===== src/hw/rtl/cprg_pkg.sv =====
// ---------------------------------------------------------------------------
// cprg_pkg
// Shared constants, types and helpers of the primary ray generator.
// ---------------------------------------------------------------------------
package cprg_pkg;

  localparam int MaxImageSide = 4096;
  localparam int PixW         = 12;
  localparam int PixMax       = MaxImageSide - 1;

  localparam int CfgIdxW = 3;
  localparam int CfgW    = 60;

  localparam logic [CfgIdxW-1:0] CfgPixelSize  = 3'd0;
  localparam logic [CfgIdxW-1:0] CfgHalfWidth  = 3'd1;
  localparam logic [CfgIdxW-1:0] CfgHalfHeight = 3'd2;
  localparam logic [CfgIdxW-1:0] CfgRowX       = 3'd3;
  localparam logic [CfgIdxW-1:0] CfgRowY       = 3'd4;
  localparam logic [CfgIdxW-1:0] CfgRowZ       = 3'd5;
  localparam logic [CfgIdxW-1:0] CfgOrigin     = 3'd6;

  localparam logic [47:0] RowXReset = 48'h0000_0000_1000;
  localparam logic [47:0] RowYReset = 48'h0000_1000_0000;
  localparam logic [47:0] RowZReset = 48'h1000_0000_0000;

  localparam int OrgW  = 20;
  localparam int DirW  = 16;
  localparam int DotW  = 64;  // direction component, Q.37
  localparam int MagW  = 63;
  localparam int MsbW  = 6;
  localparam int NrmW  = 30;  // normalized magnitude, largest lane in [2^29, 2^30)
  localparam int SumW  = 62;
  localparam int RootW = 31;
  localparam int RemW  = 33;
  localparam int FracW = 15;
  localparam int QW    = 16;
  localparam int NumW  = NrmW + FracW + 1;

  localparam logic [DirW-1:0] DirPosMax = 16'h7fff;

  localparam int FifoDepth = 4;
  localparam int FifoPtrW  = 2;

  typedef struct packed {
    logic [31:0] pix_pitch;
    logic [31:0] half_w;
    logic [31:0] half_h;
    logic [47:0] row_x;
    logic [47:0] row_y;
    logic [47:0] row_z;
    logic [59:0] origin;
  } cfg_t;

  typedef struct packed {
    logic [2:0][DotW-1:0] d;
  } dir_t;

  typedef struct packed {
    logic [2:0]           sgn;
    logic                 degen;
    logic [2:0][NrmW-1:0] mag;
  } side_t;

  typedef struct packed {
    logic signed [OrgW-1:0] origin_x;
    logic signed [OrgW-1:0] origin_y;
    logic signed [OrgW-1:0] origin_z;
    logic signed [DirW-1:0] direction_x;
    logic signed [DirW-1:0] direction_y;
    logic signed [DirW-1:0] direction_z;
    logic                   degenerate;
  } ray_t;

  function automatic logic [PixW-1:0] clamp_pix(input logic [PixW-1:0] p);
    logic [PixW:0] lim;
    lim = (PixW+1)'(PixMax);
    return ({1'b0, p} > lim) ? lim[PixW-1:0] : p;
  endfunction

endpackage


===== src/hw/rtl/cprg_fifo.sv =====
// ---------------------------------------------------------------------------
// cprg_fifo
// Small register FIFO of direction words between front and back.
// ---------------------------------------------------------------------------
module cprg_fifo (
  input  logic           clk_i,
  input  logic           rst_ni,
  input  logic           in_valid_i,
  output logic           in_ready_o,
  input  cprg_pkg::dir_t in_dir_i,
  output logic           out_valid_o,
  input  logic           out_ready_i,
  output cprg_pkg::dir_t out_dir_o
);
  import cprg_pkg::*;

  dir_t                mem_q [FifoDepth];
  logic [FifoPtrW-1:0] wr_q, rd_q;
  logic [FifoPtrW:0]   cnt_q;
  logic                push, pop;

  assign in_ready_o  = (cnt_q != (FifoPtrW+1)'(FifoDepth));
  assign out_valid_o = (cnt_q != '0);
  assign out_dir_o   = mem_q[rd_q];
  assign push        = in_valid_i & in_ready_o;
  assign pop         = out_valid_o & out_ready_i;

  always_ff @(posedge clk_i or negedge rst_ni) begin
    if (!rst_ni) begin
      wr_q  <= '0;
      rd_q  <= '0;
      cnt_q <= '0;
    end else begin
      if (push) wr_q <= wr_q + 1'b1;
      if (pop)  rd_q <= rd_q + 1'b1;
      cnt_q <= cnt_q + (FifoPtrW+1)'(push) - (FifoPtrW+1)'(pop);
    end
  end

  always_ff @(posedge clk_i) begin
    if (push) mem_q[wr_q] <= in_dir_i;
  end

endmodule


===== config.mk =====
export PLATFORM = sky130hd
export DESIGN_NAME = cprg_fifo
export DESIGN_NICKNAME = d
export VERILOG_FILES = /design/src/hw/rtl/cprg_pkg.sv /design/src/hw/rtl/cprg_fifo.sv
export SDC_FILE = /design/constraint.sdc
export NUM_CORES = 1
export LEC_CHECK = 0
export BUFFER_PORTS_ARGS = -buffer_cell sky130_fd_sc_hd__buf_4
export CAP_MARGIN = 20
export CORE_ASPECT_RATIO = 1.5
export CORE_MARGIN = 3
export CORE_UTILIZATION = 33
export CTS_CLUSTER_SIZE = 40
export DETAILED_ROUTE_END_ITERATION = 8
export GPL_ROUTABILITY_DRIVEN = 0
export SYNTH_ARGS = -nofsm -noshare
export SYNTH_HDL_FRONTEND = slang
export SYNTH_SLANG_ARGS = --single-unit

===== constraint.sdc =====
create_clock -name clk_i -period 7 [get_ports clk_i]
set_clock_uncertainty 0.15 [all_clocks]
set_input_delay 0.7 -clock clk_i [delete_from_list [all_inputs] [get_ports clk_i]]
set_output_delay 0.7 -clock clk_i [all_outputs]
set_load 0.02 [all_outputs]

# Word level (Yosys, flattened, before mapping)
# Memory sizes are Yosys's and may differ from the RTL's.
# Index checks and enable logic that the tools add are counted.
classes:
  addsub: 4
  eq_ne: 1
  mux: 2
  n_bitwise: 2
  reduce_logical: 1
op_table:
  columns: ["operator", "n"]
  rows:
  - ["2-bit by 1-bit adder with 2-bit output (second input constant)", 2]
  - ["3-bit by 1-bit adder with 3-bit output", 1]
  - ["3-bit inequality test (second input constant)", 1]
  - ["3-bit nonzero test", 1]
  - ["3-bit by 1-bit subtractor with 3-bit output", 1]
  - ["1-bit bitwise AND", 2]
  - ["1-bit 2-to-1 mux", 2]
word_totals:
  regBits: 7
  ramBits: 768
  in_bits: 196
  output_inout_bits: 194
  elab_cells: 14
  memories: 1
mem_list:
  columns: ["memory", "words", "width", "rd", "rd_clocked_by_memory_dff", "wr", "line_no", "text"]
  rows:
  - ["mem_q", 4, 192, 1, 0, 1, "cprg_fifo.sv:17", "dir_t mem_q [FifoDepth];"]

# Depth between registers and ports, before layout
# Gate-level depths: netlist of run 1.
logic_depth:
  word_depth: 4
  mapped_depth: 9
  depth_no_buf: 9

# Worst setup path before layout of run 1
# No wires, ideal clock.
synth_timing:
  kind: "in2reg"
  startpoint: "input in_valid_i"
  endpoint: "memory mem_q[0][0] (netlist name) (enable)"
  setup_ps: 577
  arrival_time_ps: 5142
  required_time_ps: 6273
  setup_slack_ps: 1131
  cell_stages: 1
  n_path_buf: 0
  path_cell_list: "and3b_1"
synth_via:
  elab_chain_len: 3
synth_rtl:
  columns: ["element", "line_no", "text"]
  rows:
  - ["from (decl)", "cprg_fifo.sv:8", "input logic in_valid_i,"]
  - ["1-bit bitwise AND", "cprg_fifo.sv:25", "assign push = in_valid_i & in_ready_o;"]
  - ["1-bit 2-to-1 mux", "cprg_fifo.sv:41", "if (push) mem_q[wr_q] <= in_dir_i;"]
  - ["1-bit 2-to-1 mux (implied by the code)", "cprg_fifo.sv:41", null]
  - ["to (decl)", "cprg_fifo.sv:17", null]
# Every way passes these cells.

==> flow_summary.json, run 1 <==
{
  "seqPwrFrac": 0.419,
  "drt_iter0_drc": 690,
  "clkPwrFrac": 0.248,
  "ys_warn_count": 0,
  "synth_nets": 1247,
  "ys_types": 22,
  "status": "completed",
  "synth_flop_cell": "edfxtp_1",
  "r2r_end": "mem_q[1][51]",
  "slew_violations": 0,
  "intPower_uw": 10500,
  "hp-class": "in2reg",
  "die_h_um": 364,
  "rsz0062_at_grt": "no",
  "p_comb_frac": 0.333,
  "final_common_cell": "edfxtp_1",
  "hold_viol_final": 0,
  "r2r_setup_slack_ns": 3.92,
  "fin_nets": 1683,
  "sw_frac_of_total": 0.315,
  "vias_per_cell": 4.70,
  "setup_viol": 0,
  "path_max_fanout": 92,
  "drive_above_1_share": 0.457,
  "clk_latency_ns": 0.61,
  "synth-seq-cells": 775,
  "track_usage": 0.132,
  "grt_remaining_overflow": 0,
  "min_path_cells": 1,
  "grt_start_max_net_pins": 109,
  "area_growth_pct": 23.2,
  "stdcell_area_um2": 34700,
  "finalNonFillerCells": 2662,
  "fin_util": 0.412,
  "clk_path_buf_depth": 3,
  "p_per_area_nw_per_um2": 442,
  "synth_seq_area_share": 0.825,
  "avgSynthCellArea_um2": 27.0,
  "min_to": "mem_q[1][0]",
  "cts_sinks": 775,
  "min_from": "in_dir_i[0]",
  "htree_levels": 3,
  "regToRegStartpoint": "cnt_q[2]",
  "netlist_instances": 1044,
  "cts_resized": 0,
  "numCtsBuffers": 74,
  "port_buffers": 389,
  "end_kind": "primary output",
  "start_util": 0.334,
  "critPathLaunchType": "flop",
  "post-cts-setup-buffers": 0,
  "vias": 12500,
  "nFillCells": 7374,
  "grt_pass1_vias": 13800,
  "drt_wl_total_mm": 58.7,
  "min_period_ns": 4.00,
  "final_antenna_net_count": 0,
  "post_dp_cell_area_um2": 32400,
  "ctsRootBufferMaster": "clkbuf_16",
  "cts_tree": "built",
  "dp.cells": 2525,
  "drc": 0,
  "worst_path_max_delay_cell": "dfrtp_4",
  "wl_per_cell_um": 22.0,
  "hpwl_mm": 35.6,
  "max_stage_delay_ns": 0.83,
  "mappedNetlistArea_um2": 28200,
  "dieArea_um2": 89000,
  "fmax_mhz": 250,
  "fin_tns_setup_ns": 0,
  "synth_edf_count": 768,
  "slew_headroom": 0.314,
  "grt_antenna_before_repair": 4,
  "switching_power_uw": 4840,
  "clk_pin_slew_ns": 0.06,
  "layout_common_cells": "edfxtp_1, buf_4, mux4_2",
  "p_leak_uw": 0.0115,
  "rows": 130,
  "min_period_over_period": 0.571,
  "crit_type": "reg2out",
  "async_reset_ff_frac": 0.00903,
  "crit_arrival_ns": 3.15,
  "path_cells": "buf_12, mux4_2, buf_4",
  "top_level_ports": 390,
  "coreArea_um2": 84300,
  "fin_hold_ws_ns": 0.134,
  "worstMarginPinSlew_ns": 1.03,
  "cp_top_family": "flip-flops",
  "r2r_cells": 4,
  "cp_num_buf_inv": 2,
  "drv_cap": 0,
  "die_x_um": 245,
  "cp.required_ns": 6.15,
  "firstDrtPassIters": 5,
  "grt_pass1_wl_mm": 88.2,
  "ir_drop_uv": 270
}
-- kinds of logic after synthesis --
logic type | after synthesis | synth area share
flip-flops | 775 | 0.825
AO/OA/AOI/OAI | 4 | 0.00115
adder cells (fa/ha/maj) | 7 | 0.00337
XOR/XNOR | 4 | 0.00124
multiplexers | 192 | 0.153
buffers and inverters | 49 | 0.0127
AND/OR/NAND/NOR | 13 | 0.00355
-- how the worst max path moves through the flow --
stage | start | endpoint | slack [ns] | cells past startpoint
after floorplan | in_valid_i | mem_q[0][0] | 1.13 | 1
after CTS | rd_q[0] | out_dir_o[121] | 2.87 | 3
after detailed placement | rd_q[0] | out_dir_o[157] | 3.60 | 3
final | rd_q[0] | out_dir_o[121] | 3.00 | 3
after global placement | rd_q[0] | out_dir_o[121] | 3.61 | 3
after global routing | rd_q[0] | out_dir_o[67] | 2.75 | 3
-- metal layers --
metal	global-route usage	routed length, um
met1	0.153	22100
met2	0.230	30600
met3	0.0411	4280
met4	0.0482	1660
met5	0	27
-- state kept, by name (all words and copies together), names as in the netlist --
name and count:
rd_q 2, cnt_q 3, wr_q 2, mem_q 768
-- metrics by stage --
stage	setup slack, ns	total power (uW)
after floorplan	1.13	9850
after global placement	3.61	11700
after detailed placement	3.60	11800
after CTS	2.87	15700
after global routing	2.75	16100
final	3.00	15300
-- power groups by stage --
| stage | sequential (uW) | clock (uW) | combinational (uW) |
|---|---|---|---|
| floorplan | 6520 | 0 | 3330 |
| global placement | 6480 | 0 | 5260 |
| detailed placement | 6540 | 0 | 5270 |
| CTS | 6440 | 3950 | 5290 |
| global route | 6510 | 4140 | 5450 |
| finish | 6420 | 3810 | 5120 |
-- final cells by class --
type / count / area (um2) / share of cell area
inverter: 6 / 22.5 / 0.000649
antenna: 2 / 5.00 / 0.000144
timing repair buffer: 403 / 3120 / 0.0897
sequential: 775 / 23200 / 0.670
tap: 1122 / 1400 / 0.0404
clock buffer: 96 / 1990 / 0.0572
clock inverter: 38 / 335 / 0.00966
multi-input combinational: 220 / 4600 / 0.133
-- cells in the mapped netlist (2+ instances only) --
library cell / n / area share
nand4bb_1: 2 / 0.00080
inv_1: 6 / 0.00080
nand2b_1: 4 / 0.00089
ha_1: 6 / 0.0027
and3b_1: 4 / 0.0012
buf_2: 19 / 0.0034
clkbuf_1: 4 / 0.00053
edfxtp_1: 768 / 0.82
dfrtp_1: 7 / 0.0062
o211ai_1: 2 / 0.00053
buf_6: 18 / 0.0072
xnor2_1: 3 / 0.00093
mux4_2: 192 / 0.15
-- repair_timing --
item,in CTS,in global routing
endpoints found under the setup margin,0,0
hold buffers,1,0
endpoints found under the hold margin,7,0
(Power assumes the default switching activity.)
==> run 2, diff against run 1 <==
==> constraint.sdc (replaced) <==
create_clock -name clk_i -period 3.7 [get_ports clk_i]
set_clock_uncertainty 0.15 [all_clocks]
set_input_delay 0.37 -clock clk_i [delete_from_list [all_inputs] [get_ports clk_i]]
set_output_delay 0.37 -clock clk_i [all_outputs]
set_load 0.02 [all_outputs]
==> run 2 against run 1 <==
Net effect:
- worst hold slack better by 0.21 ns
- critical path depth rose by 1
- clock power increased by 96%
- sequential share of layout area fell by 4.3 points
- cell count grew 8.6%
- largest cell class unchanged
- non-clock buffer count increased by 225
==> flow_summary.json, run 2 (synthesized netlist as in run 1, its figures left out) <==
{
  "fin_nets": 1909,
  "regToRegStartpoint": "cnt_q[1]",
  "end_kind": "primary output",
  "drive_above_1_share": 0.417,
  "p_per_area_nw_per_um2": 805,
  "firstDrtPassIters": 4,
  "final_common_cell": "edfxtp_1",
  "p_leak_uw": 0.0126,
  "port_buffers": 389,
  "die_h_um": 364,
  "stdcell_area_um2": 37100,
  "drc": 0,
  "start_util": 0.334,
  "slew_headroom": 0.493,
  "cp_common_cell": "buf_4",
  "cp_num_buf_inv": 3,
  "worstMarginPinSlew_ns": 0.761,
  "ir_drop_uv": 629,
  "min_period_over_period": 0.847,
  "grt_start_max_net_pins": 99,
  "hp-class": "in2reg",
  "path_max_fanout": 20,
  "min_from": "in_dir_i[119]",
  "vias_per_cell": 4.64,
  "cp.required_ns": 3.18,
  "area_growth_pct": 31.7,
  "rsz0062_at_grt": "no",
  "grt_pass1_vias": 15000,
  "clk_latency_ns": 0.60,
  "r2r_setup_slack_ns": 0.89,
  "drt_iter0_drc": 743,
  "cts_tree": "built",
  "track_usage": 0.138,
  "vias": 13400,
  "ctsRootBufferMaster": "clkbuf_16",
  "min_period_ns": 3.13,
  "place_ws_ns": 0.926,
  "clk_pin_slew_ns": 0.06,
  "reg_top3": "mem_q (768), cnt_q (3)",
  "drt_wl_total_mm": 61.2,
  "drv_cap": 0,
  "crit_arrival_ns": 2.61,
  "hold_viol_final": 0,
  "cp_top_family": "buffers and inverters",
  "status": "completed",
  "largest_register_ffs": 768,
  "post_dp_cell_area_um2": 32700,
  "layout_common_cells": "edfxtp_1, buf_4, dlygate4sd3_1",
  "path_cells": "buf_12, buf_4, mux4_2, buf_4",
  "r2r_end": "cnt_q[2]",
  "nFillCells": 7256,
  "grt_remaining_overflow": 0,
  "slew_violations": 0,
  "cts-hold-fix-buffers": 196,
  "wl_met3_mm": 3.81,
  "die_x_um": 245,
  "crit_type": "reg2out",
  "routedLengthMet1_mm": 23.6,
  "numCtsBuffers": 75,
  "coreArea_um2": 84300,
  "min_to": "mem_q[0][119]",
  "wl_met2_mm": 32.4,
  "post-cts-setup-buffers": 0,
  "final_antenna_net_count": 0,
  "dieArea_um2": 89000,
  "cts_sinks": 775,
  "fin_tns_setup_ns": 0,
  "fmax_mhz": 319,
  "worst_path_max_delay_cell": "dfrtp_4",
  "r2r_cells": 9,
  "p_total_uw": 29900,
  "regMostFlops": "mem_q",
  "critPathLaunchType": "flop",
  "grt_pass1_wl_mm": 93.1,
  "clk_path_buf_depth": 3,
  "grt_antenna_before_repair": 3,
  "top_layer": "met4",
  "setup_viol": 0,
  "max_stage_delay_ns": 0.67,
  "setup_ws_ns": 0.567,
  "top_level_ports": 390,
  "rows": 130,
  "min_path_cells": 2,
  "hpwl_mm": 38.9,
  "htree_levels": 3,
  "cts_resized": 0,
  "wl_per_cell_um": 21.2,
  "fin_util": 0.441
}
run 2: cell types whose count changed in the layout (fill, tap and decap cells not counted), sizes merged, moves of 3 or more:
cell	change
clkbuf	-7
buf	+30
clkinv	+12
bufinv	+3
dlygate4sd3	+195
inv	-4
run 2: cell type report:
class	count	area, um2	share of cell area
Inverter	6	22.5	0.000607
Timing Repair Buffer	628	5430	0.146
Antenna cell	3	7.51	0.000202
Tap cell	1122	1400	0.0378
Clock inverter	48	434	0.0117
Multi-Input combinational cell	220	4600	0.124
Sequential cell	775	23200	0.626
Clock buffer	89	1970	0.0531
run 2: power by group:
| part | switching [uW] | leakage (uW) | internal (uW) |
|---|---|---|---|
| logic | 5710 | 0.00432 | 4670 |
| clock network | 3200 | 0.00117 | 4250 |
| registers | 493 | 0.00711 | 11500 |
| total | 9400 | 0.0126 | 20500 |
run 2: how the worst max path moves through the flow:
stage,endpoint,startpoint,slack [ns],depth (start not counted)
3_5_place_dp,cnt_q[2],cnt_q[1],0.93,9
4_1_cts,out_dir_o[76],rd_q[0],0.43,4
6_report,out_dir_o[65],rd_q[0],0.57,4
2_1_floorplan,mem_q[0][0],cnt_q[2],0.06,2
3_3_place_gp,cnt_q[2],cnt_q[1],1.10,9
5_1_grt,out_dir_o[65],rd_q[0],0.36,4
run 2: metal layers:
metal / up-vias / global-route usage
met1: 7079 / 0.164
met3: 90 / 0.0368
met4: 0 / 0.0447
li1: 5870 / -
met2: 363 / 0.243
met5: - / 0
run 2: per-stage QoR:
stage | std cells | hold WS (ns)
global placement | 2555 | 0.0400
CTS | 2888 | 0.287
global route | 2890 | 0.304
floorplan | 1044 | -0.0756
finish | 2891 | 0.344
detailed placement | 2555 | 0.0447
